**config.mk**
```make
export PLATFORM = sky130hd
export DESIGN_NAME = best_fit_block_cache_unit
export DESIGN_NICKNAME = d
export VERILOG_FILES = /design/src/rtl/core/bfbc_pkg.sv /design/src/rtl/core/bfbc_scan.sv /design/src/rtl/core/best_fit_block_cache_unit.sv
export VERILOG_INCLUDE_DIRS = /design/src /design/src/rtl/core
export SDC_FILE = /design/constraint.sdc
export NUM_CORES = 2
export LEC_CHECK = 0
export BUFFER_PORTS_ARGS = -buffer_cell sky130_fd_sc_hd__buf_2
export CORE_ASPECT_RATIO = 0.7
export CORE_MARGIN = 5
export CORE_UTILIZATION = 40
export DETAILED_ROUTE_END_ITERATION = 8
export SLEW_MARGIN = 20
export SYNTH_ARGS = -nofsm -noshare
export SYNTH_HDL_FRONTEND = slang
export SYNTH_HIERARCHICAL = 1
export SYNTH_SLANG_ARGS = --single-unit
```
**constraint.sdc**
```tcl
create_clock -name clk_i -period 5.4 [get_ports clk_i]
set_input_delay 1.35 -clock clk_i [delete_from_list [all_inputs] [get_ports clk_i]]
set_output_delay 1.35 -clock clk_i [all_outputs]
set_load 0.005 [all_outputs]
```
**src/rtl/core/assert_macros.svh**
```systemverilog
// ----------------------------------------------------------------------------
// assertion macros
// shared concurrent assertion forms for the block cache rtl
// ----------------------------------------------------------------------------
`ifndef ASSERT_MACROS_SVH
`define ASSERT_MACROS_SVH

// checked only outside reset
`define ASSERT_RST(lbl, prop, msg) \
  lbl: assert property (@(posedge clk_i) disable iff (!rst_ni) prop) \
    else $error(msg);

// checked at every edge, reset included
`define ASSERT_ALWAYS(lbl, prop, msg) \
  lbl: assert property (@(posedge clk_i) prop) \
    else $error(msg);

`endif

```
**src/rtl/core/bfbc_pkg.sv**
```systemverilog
// ----------------------------------------------------------------------------
// bfbc_pkg
// sizes, codes and shared types of the best-fit block cache
// ----------------------------------------------------------------------------
package bfbc_pkg;

  localparam int unsigned POOL_DEPTH = 16;
  localparam int unsigned IDX_W      = (POOL_DEPTH > 1) ? $clog2(POOL_DEPTH) : 1;
  localparam int unsigned CNT_W      = $clog2(POOL_DEPTH + 1);
  localparam int unsigned SIZE_W     = 32;
  localparam int unsigned ADDR_W     = 48;
  localparam int unsigned HELD_W     = 5;
  localparam int unsigned STATUS_W   = 2;

  typedef enum logic {
    OP_GET = 1'b0,
    OP_PUT = 1'b1
  } op_e;

  typedef enum logic [STATUS_W-1:0] {
    STATUS_HIT    = 2'd0,
    STATUS_MISS   = 2'd1,
    STATUS_CACHED = 2'd2,
    STATUS_FULL   = 2'd3
  } status_e;

  typedef struct packed {
    logic             clr;
    logic             vld;
    logic [IDX_W-1:0] idx;
  } scan_ctrl_t;

  typedef struct packed {
    logic              found;
    logic [IDX_W-1:0]  idx;
    logic [SIZE_W-1:0] size;
    logic [ADDR_W-1:0] addr;
  } scan_res_t;

endpackage

```
**src/rtl/core/bfbc_scan.sv**
```systemverilog
// ----------------------------------------------------------------------------
// bfbc_scan
// best-fit tracker: compares one pool entry a cycle against the request
// ----------------------------------------------------------------------------
module bfbc_scan (
  input  logic                         clk_i,
  input  logic                         rst_ni,
  input  bfbc_pkg::scan_ctrl_t         ctrl_i,
  input  logic [bfbc_pkg::SIZE_W-1:0]  want_i,
  input  logic [bfbc_pkg::SIZE_W-1:0]  size_i,
  input  logic [bfbc_pkg::ADDR_W-1:0]  addr_i,
  output bfbc_pkg::scan_res_t          res_o
);

  logic                         found_q;
  logic [bfbc_pkg::IDX_W-1:0]   idx_q;
  logic [bfbc_pkg::SIZE_W-1:0]  size_q;
  logic [bfbc_pkg::ADDR_W-1:0]  addr_q;
  logic                         take;

  assign take = ctrl_i.vld && (size_i >= want_i) && (!found_q || (size_i < size_q));

  always_ff @(posedge clk_i or negedge rst_ni) begin
    if (!rst_ni) begin
      found_q <= 1'b0;
    end else if (ctrl_i.clr) begin
      found_q <= 1'b0;
    end else if (take) begin
      found_q <= 1'b1;
    end
  end

  always_ff @(posedge clk_i) begin
    if (take && !ctrl_i.clr) begin
      idx_q  <= ctrl_i.idx;
      size_q <= size_i;
      addr_q <= addr_i;
    end
  end

  assign res_o.found = found_q;
  assign res_o.idx   = idx_q;
  assign res_o.size  = size_q;
  assign res_o.addr  = addr_q;

endmodule

```
**src/rtl/core/best_fit_block_cache_unit.sv**
```systemverilog
// ----------------------------------------------------------------------------
// best_fit_block_cache_unit
// pool of up to 16 cached blocks (address, size) with best-fit get and put
// ----------------------------------------------------------------------------
// A request is taken when start is high and busy is low. Every request gives
// exactly one result beat on done_o, which the receiver must take in that
// cycle. A put, and a get on an empty pool, answer in the cycle after the
// request. A get walks the pool one entry a cycle through a single memory read
// port and one comparator. A miss answers from ST_DECIDE, a hit from ST_MOVE
// after the last entry is read; busy drops with the result beat. The entry
// handed out is replaced by the last entry of the pool.
// ----------------------------------------------------------------------------
`include "assert_macros.svh"

module best_fit_block_cache_unit (
  input  logic                         clk_i,
  input  logic                         rst_ni,
  input  logic                         start,
  output logic                         busy,
  input  logic                         op_i,
  input  logic [bfbc_pkg::SIZE_W-1:0]  request_size_i,
  input  logic [bfbc_pkg::ADDR_W-1:0]  block_address_i,
  output logic                         done_o,
  output logic [bfbc_pkg::STATUS_W-1:0] status_o,
  output logic [bfbc_pkg::ADDR_W-1:0]  found_address_o,
  output logic [bfbc_pkg::SIZE_W-1:0]  found_size_o,
  output logic [bfbc_pkg::HELD_W-1:0]  entries_held_o
);

  localparam int unsigned CntW  = bfbc_pkg::CNT_W;
  localparam int unsigned IdxW  = bfbc_pkg::IDX_W;
  localparam int unsigned HeldW = bfbc_pkg::HELD_W;
  localparam logic [CntW-1:0] FullCnt = CntW'(bfbc_pkg::POOL_DEPTH);

  localparam logic [1:0] ST_IDLE   = 2'd0;
  localparam logic [1:0] ST_SCAN   = 2'd1;
  localparam logic [1:0] ST_DECIDE = 2'd2;
  localparam logic [1:0] ST_MOVE   = 2'd3;

  logic [bfbc_pkg::ADDR_W-1:0] addr_mem [bfbc_pkg::POOL_DEPTH];
  logic [bfbc_pkg::SIZE_W-1:0] size_mem [bfbc_pkg::POOL_DEPTH];

  logic [1:0]                   state_q, state_d;
  logic [CntW-1:0]              pool_count_q, pool_count_d;
  logic [CntW-1:0]              scan_idx_q, scan_idx_d;
  logic                         cmp_vld_q, cmp_vld_d;
  logic [IdxW-1:0]              cmp_idx_q, cmp_idx_d;
  logic [bfbc_pkg::SIZE_W-1:0]  want_q, want_d;
  logic                         done_q, done_d;
  bfbc_pkg::status_e            status_q, status_d;
  logic [bfbc_pkg::ADDR_W-1:0]  fnd_addr_q, fnd_addr_d;
  logic [bfbc_pkg::SIZE_W-1:0]  fnd_size_q, fnd_size_d;
  logic [HeldW-1:0]             held_q, held_d;

  logic                         mem_we;
  logic [IdxW-1:0]              mem_waddr;
  logic [bfbc_pkg::ADDR_W-1:0]  mem_wdata_addr;
  logic [bfbc_pkg::SIZE_W-1:0]  mem_wdata_size;
  logic [IdxW-1:0]              mem_raddr;
  logic [bfbc_pkg::ADDR_W-1:0]  rd_addr_q;
  logic [bfbc_pkg::SIZE_W-1:0]  rd_size_q;

  logic [CntW-1:0]              cnt_m1;
  logic [IdxW-1:0]              last_idx;
  logic                         accept;
  bfbc_pkg::scan_ctrl_t         scan_ctrl;
  bfbc_pkg::scan_res_t          scan_res;

  assign accept   = start && !busy;
  assign cnt_m1   = pool_count_q - CntW'(1);
  assign last_idx = cnt_m1[IdxW-1:0];

  bfbc_scan u_scan (
    .clk_i  (clk_i),
    .rst_ni (rst_ni),
    .ctrl_i (scan_ctrl),
    .want_i (want_q),
    .size_i (rd_size_q),
    .addr_i (rd_addr_q),
    .res_o  (scan_res)
  );

  always_comb begin
    state_d        = state_q;
    pool_count_d   = pool_count_q;
    scan_idx_d     = scan_idx_q;
    cmp_vld_d      = 1'b0;
    cmp_idx_d      = cmp_idx_q;
    want_d         = want_q;
    done_d         = 1'b0;
    status_d       = status_q;
    fnd_addr_d     = fnd_addr_q;
    fnd_size_d     = fnd_size_q;
    mem_we         = 1'b0;
    mem_waddr      = pool_count_q[IdxW-1:0];
    mem_wdata_addr = block_address_i;
    mem_wdata_size = request_size_i;
    mem_raddr      = '0;
    scan_ctrl.clr  = 1'b0;
    scan_ctrl.vld  = cmp_vld_q;
    scan_ctrl.idx  = cmp_idx_q;

    case (state_q)
      ST_IDLE: begin
        if (accept) begin
          fnd_addr_d = '0;
          fnd_size_d = '0;
          if (op_i == bfbc_pkg::OP_PUT) begin
            done_d = 1'b1;
            if (pool_count_q == FullCnt) begin
              status_d = bfbc_pkg::STATUS_FULL;
            end else begin
              status_d     = bfbc_pkg::STATUS_CACHED;
              mem_we       = 1'b1;
              pool_count_d = pool_count_q + CntW'(1);
            end
          end else if (pool_count_q == '0) begin
            done_d   = 1'b1;
            status_d = bfbc_pkg::STATUS_MISS;
          end else begin
            want_d        = request_size_i;
            scan_idx_d    = '0;
            scan_ctrl.clr = 1'b1;
            state_d       = ST_SCAN;
          end
        end
      end
      ST_SCAN: begin
        if (scan_idx_q < pool_count_q) begin
          mem_raddr  = scan_idx_q[IdxW-1:0];
          cmp_vld_d  = 1'b1;
          cmp_idx_d  = scan_idx_q[IdxW-1:0];
          scan_idx_d = scan_idx_q + CntW'(1);
        end else if (!cmp_vld_q) begin
          state_d = ST_DECIDE;
        end
      end
      ST_DECIDE: begin
        if (scan_res.found) begin
          mem_raddr = last_idx;
          state_d   = ST_MOVE;
        end else begin
          done_d     = 1'b1;
          status_d   = bfbc_pkg::STATUS_MISS;
          fnd_addr_d = '0;
          fnd_size_d = '0;
          state_d    = ST_IDLE;
        end
      end
      ST_MOVE: begin
        mem_we         = (scan_res.idx != last_idx);
        mem_waddr      = scan_res.idx;
        mem_wdata_addr = rd_addr_q;
        mem_wdata_size = rd_size_q;
        pool_count_d   = cnt_m1;
        done_d         = 1'b1;
        status_d       = bfbc_pkg::STATUS_HIT;
        fnd_addr_d     = scan_res.addr;
        fnd_size_d     = scan_res.size;
        state_d        = ST_IDLE;
      end
      default: begin
        state_d = ST_IDLE;
      end
    endcase

    held_d = (CntW >= HeldW) ? pool_count_d[HeldW-1:0] : HeldW'(pool_count_d);
  end

  always_ff @(posedge clk_i or negedge rst_ni) begin
    if (!rst_ni) begin
      state_q      <= ST_IDLE;
      pool_count_q <= '0;
      scan_idx_q   <= '0;
      cmp_vld_q    <= 1'b0;
      done_q       <= 1'b0;
    end else begin
      state_q      <= state_d;
      pool_count_q <= pool_count_d;
      scan_idx_q   <= scan_idx_d;
      cmp_vld_q    <= cmp_vld_d;
      done_q       <= done_d;
    end
  end

  always_ff @(posedge clk_i) begin
    cmp_idx_q  <= cmp_idx_d;
    want_q     <= want_d;
    status_q   <= status_d;
    fnd_addr_q <= fnd_addr_d;
    fnd_size_q <= fnd_size_d;
    held_q     <= held_d;
  end

  // pool storage, one write and one registered read a cycle
  always_ff @(posedge clk_i) begin
    if (mem_we) begin
      addr_mem[mem_waddr] <= mem_wdata_addr;
      size_mem[mem_waddr] <= mem_wdata_size;
    end
    rd_addr_q <= addr_mem[mem_raddr];
    rd_size_q <= size_mem[mem_raddr];
  end

  assign busy            = (state_q != ST_IDLE);
  assign done_o          = done_q;
  assign status_o        = status_q;
  assign found_address_o = fnd_addr_q;
  assign found_size_o    = fnd_size_q;
  assign entries_held_o  = held_q;

  `ASSERT_ALWAYS(a_done_not_busy, done_q |-> !busy, "result beat while busy")
  `ASSERT_RST(a_put_grows, (accept && op_i == bfbc_pkg::OP_PUT && pool_count_q != FullCnt) |=> (pool_count_q == $past(pool_count_q) + CntW'(1)), "put did not grow pool")
  `ASSERT_RST(a_move_hits, (state_q == ST_MOVE) |=> (done_q && status_q == bfbc_pkg::STATUS_HIT), "swap-remove without hit beat")
  `ASSERT_RST(a_miss_zero, (done_q && status_q == bfbc_pkg::STATUS_MISS) |-> (fnd_addr_q == '0 && fnd_size_q == '0), "miss beat carries a block")

endmodule

```
==> results.cfg <==
[critical_path]
crit_fanout = 20
arrival_ns = 4.37
critPathMaxStageDelay_ns = 0.74
critPathTopFamily = simple AND/OR/NAND/NOR gates
end_kind = flip-flop
cp.buffers_inverters = 2
crit_path_top_delay_cell = nor2_4
crit_type = reg2reg
cp_data_required_time_ns = 5.85
start_kind = flip-flop
crit_path_cell_trace = inv_1 > ha_1 > xor2_1 > xor2_1 > o41ai_1 > a21oi_1 > nand2_1 > nor2_4 > buf_4
worst_path_most_repeated_cell = xor2_1

[timing]
min_period_ns = 3.93
worst-slew-pin-transition_ns = 1.31
fin_ws_ns = 1.47
setup_viol = 0
drv_slew = 0
rsz0062_at_grt = no
max_freq_ghz = 0.255
timing.final.crit_share = 0.727
fin_skew_ns = 0.0302
slew_headroom = 0.128
hold_viol_final = 0
tns_ns = 0

[clock_network]
clk_pin_slew_ns = 0.07
clock_sinks = 1582
htreeDepth = 4
post_cts_buffers = 0
clk_root_buffer_cell = clkbuf_16
cts_buffers = 155
cts_hold_buf = 0
clock_latency_ns = 0.78
cts_tree = done
post_cts_resized = 0
cts.path.max_buffers = 3

[yosys]
synthesis.nets = 4433
ys.warnings.count = 6
async_reset_ff_frac = 0.00948
synth_area_leader_cell = edfxtp_1
syn_area_mm2 = 0.0632
synth-edff-count = 1482
synth-main-ff-cell = edfxtp_1
synth_cells = 4274
ys_types = 72
ys_seq_elements = 1582
synth_seq_area_share = 0.737
synth_area_leaders = edfxtp_1 (70%), dfxtp_1 (2.7%), mux2i_1 (2.6%), nand2_1 (2.1%), o211ai_1 (1.9%)
postSynthAreaPerCell_um2 = 14.8
synth_top_area_frac = 0.704

[place]
dp.cells = 6360
numPortBuffers = 172
place_area_mm2 = 0.0669
dpl_worst_slack_ns = 1.26
dp_hpwl_mm = 94.1
routabilityCongestion = 0.791

[power_and_ir_drop]
power_w = 0.0376
p_int_w = 0.0248
pwr-share-seq = 0.440
combPwrFrac = 0.274
pwr-share-clk = 0.286
p_sw_w = 0.0128
powerDensity_mw_per_mm2 = 523
total_leakage_power_nw = 25.0
vdd.ir_drop.worst_mv = 0.476
switching_share = 0.341

[floorplan]
start_util = 0.401
dieArea_mm2 = 0.166
core_area_mm2 = 0.158
io-pin-count = 173
die_h_um = 343
die_w_um = 485
floorplan.rows = 122

[global_route]
grt_pass1_wl_mm = 252
grt_usage = 0.202
grt_pass1_vias = 36200
antenna_found_initial = 5
grt_overflow = 0
grt_start_max_net_pins = 167

[final_layout]
drive_above_1_share = 0.149
postLayoutCellArea_mm2 = 0.0719
multi_input_area_mm2 = 0.0149
area_delta_synth_final_pct = 13.9
nNetsFinal = 4568
fillCellCount = 13700
fin_cells = 6646
regArea_mm2 = 0.0466

[route]
finalWirelength_mm = 171
wl_per_cell_um = 25.7
viasPerCell = 5.65
drc = 0
antenna_left = 0
first_pass_iters = 5
num_vias = 37500
drt-initial-drc-count = 3554

[run]
cap_violations = 0

[min_path]
min_path_type = reg2reg

[outcome]
status = complete, no violations
==> routing by layer <==
layer	part of all wire	wire, um	vias to the layer above	track usage
met1	0.46	78700	19200	0.306
met3	0.077	13200	229	0.0381
met4	0.019	3290	0	0.0478
met5	0	0	-	0
li1	-	-	16600	-
met2	0.44	75600	1454	0.302
==> area by class of cell <==
| type | instances | area share |
|---|---|---|
| timing repair buffer | 268 | 0.0309 |
| inverter | 160 | 0.00845 |
| tap | 2108 | 0.0367 |
| sequential | 1582 | 0.648 |
| clock buffer | 221 | 0.0602 |
| multi-input combinational | 2242 | 0.207 |
| antenna | 2 | 0.0000696 |
| clock inverter | 63 | 0.00932 |
==> cells in the mapped netlist, types with 13 or more instances <==
| cell type | instances |
|---|---|
| o211ai_1 | 161 |
| a221oi_2 | 60 |
| clkbuf_1 | 185 |
| or3_1 | 160 |
| nor3_1 | 87 |
| a31oi_1 | 86 |
| buf_4 | 13 |
| inv_1 | 160 |
| ha_1 | 75 |
| edfxtp_1 | 1482 |
| o21ai_0 | 120 |
| nand4_1 | 166 |
| dfxtp_1 | 85 |
| o21ai_1 | 62 |
| nand3_1 | 96 |
| a21oi_1 | 40 |
| mux2_2 | 80 |
| nand2_1 | 356 |
| nor2_1 | 272 |
| a221oi_1 | 22 |
| o2bb2ai_1 | 80 |
| and2_1 | 82 |
| mux2i_1 | 161 |
| dfrtp_1 | 15 |
| buf_2 | 71 |
==> path summary, 6_finish.rpt <==
check / startpoint / endpoint / slack, ns / depth (start not counted)
min in group asynchronous: rst_ni / pool_count_q[2]$_DFF_PN0_ / 0.53 / 1
hold / removal: cmp_idx_q[0]$_DFFE_PN_ / u_scan/idx_q[0]$_DFFE_PP_ / 0.42 / 0
hold reg to reg: cmp_idx_q[0]$_DFFE_PN_ / u_scan/idx_q[0]$_DFFE_PP_ / 0.42 / 0
setup reg to reg: pool_count_q[0]$_DFF_PN0_ / addr_mem[5][44]$_DFFE_PP_ / 1.47 / 9
max in group asynchronous: rst_ni / scan_idx_q[2]$_DFFE_PN0P_ / 4.52 / 1
setup / recovery: pool_count_q[0]$_DFF_PN0_ / addr_mem[5][44]$_DFFE_PP_ / 1.47 / 9
==> power groups by stage <==
stage	sequential [W]	combinational (W)	clock, W
final	0.0165	0.0103	0.0108
after floorplan	0.0165	0.00623	0
after global routing	0.0167	0.0112	0.0115
after CTS	0.0166	0.0104	0.0110
after detailed placement	0.0168	0.0103	0
after global placement	0.0168	0.0102	0
==> cells by family after synthesis <==
kind of cell | share of synthesized area
AND/OR/NAND/NOR | 0.0960
XOR/XNOR | 0.000970
multiplexers | 0.0398
adder cells (fa/ha/maj) | 0.0149
buffers and inverters | 0.0309
flip-flops | 0.737
AO/OA/AOI/OAI | 0.0802
==> cell usage in the layout (no fill, tap or decap), types with 50 or more instances in the layout <==
| cell type | instances |
|---|---|
| and2_1 | 81 |
| a31oi_1 | 86 |
| or3_1 | 160 |
| o21ai_1 | 62 |
| o21ai_0 | 120 |
| nor2_1 | 254 |
| ha_1 | 73 |
| o211ai_1 | 161 |
| buf_2 | 172 |
| nand4_1 | 166 |
| clkbuf_16 | 159 |
| mux2_2 | 80 |
| mux2i_1 | 161 |
| nand3_1 | 96 |
| dfxtp_1 | 85 |
| o2bb2ai_1 | 80 |
| inv_1 | 159 |
| a221oi_2 | 60 |
| nor3_1 | 87 |
| nand2_1 | 354 |
| clkbuf_1 | 50 |
| edfxtp_1 | 1482 |
==> flip-flops by register name, summed over array words and instances (netlist names), 48 cells and up <==
register         flops
u_scan/addr_q       48
addr_mem           768
rd_addr_q           48
found_address_o     48
size_mem           512
==> per-stage QoR <==
| step | hold slack, ns | util |
|---|---|---|
| 2_1_floorplan | 0.400 | - |
| 3_3_place_gp | 0.402 | 0.425 |
| 3_5_place_dp | 0.414 | 0.425 |
| 5_1_grt | 0.426 | 0.457 |
| 4_1_cts | 0.421 | 0.457 |
| 6_report | 0.421 | 0.457 |
No activity file was read; power rests on OpenSTA's default activity.
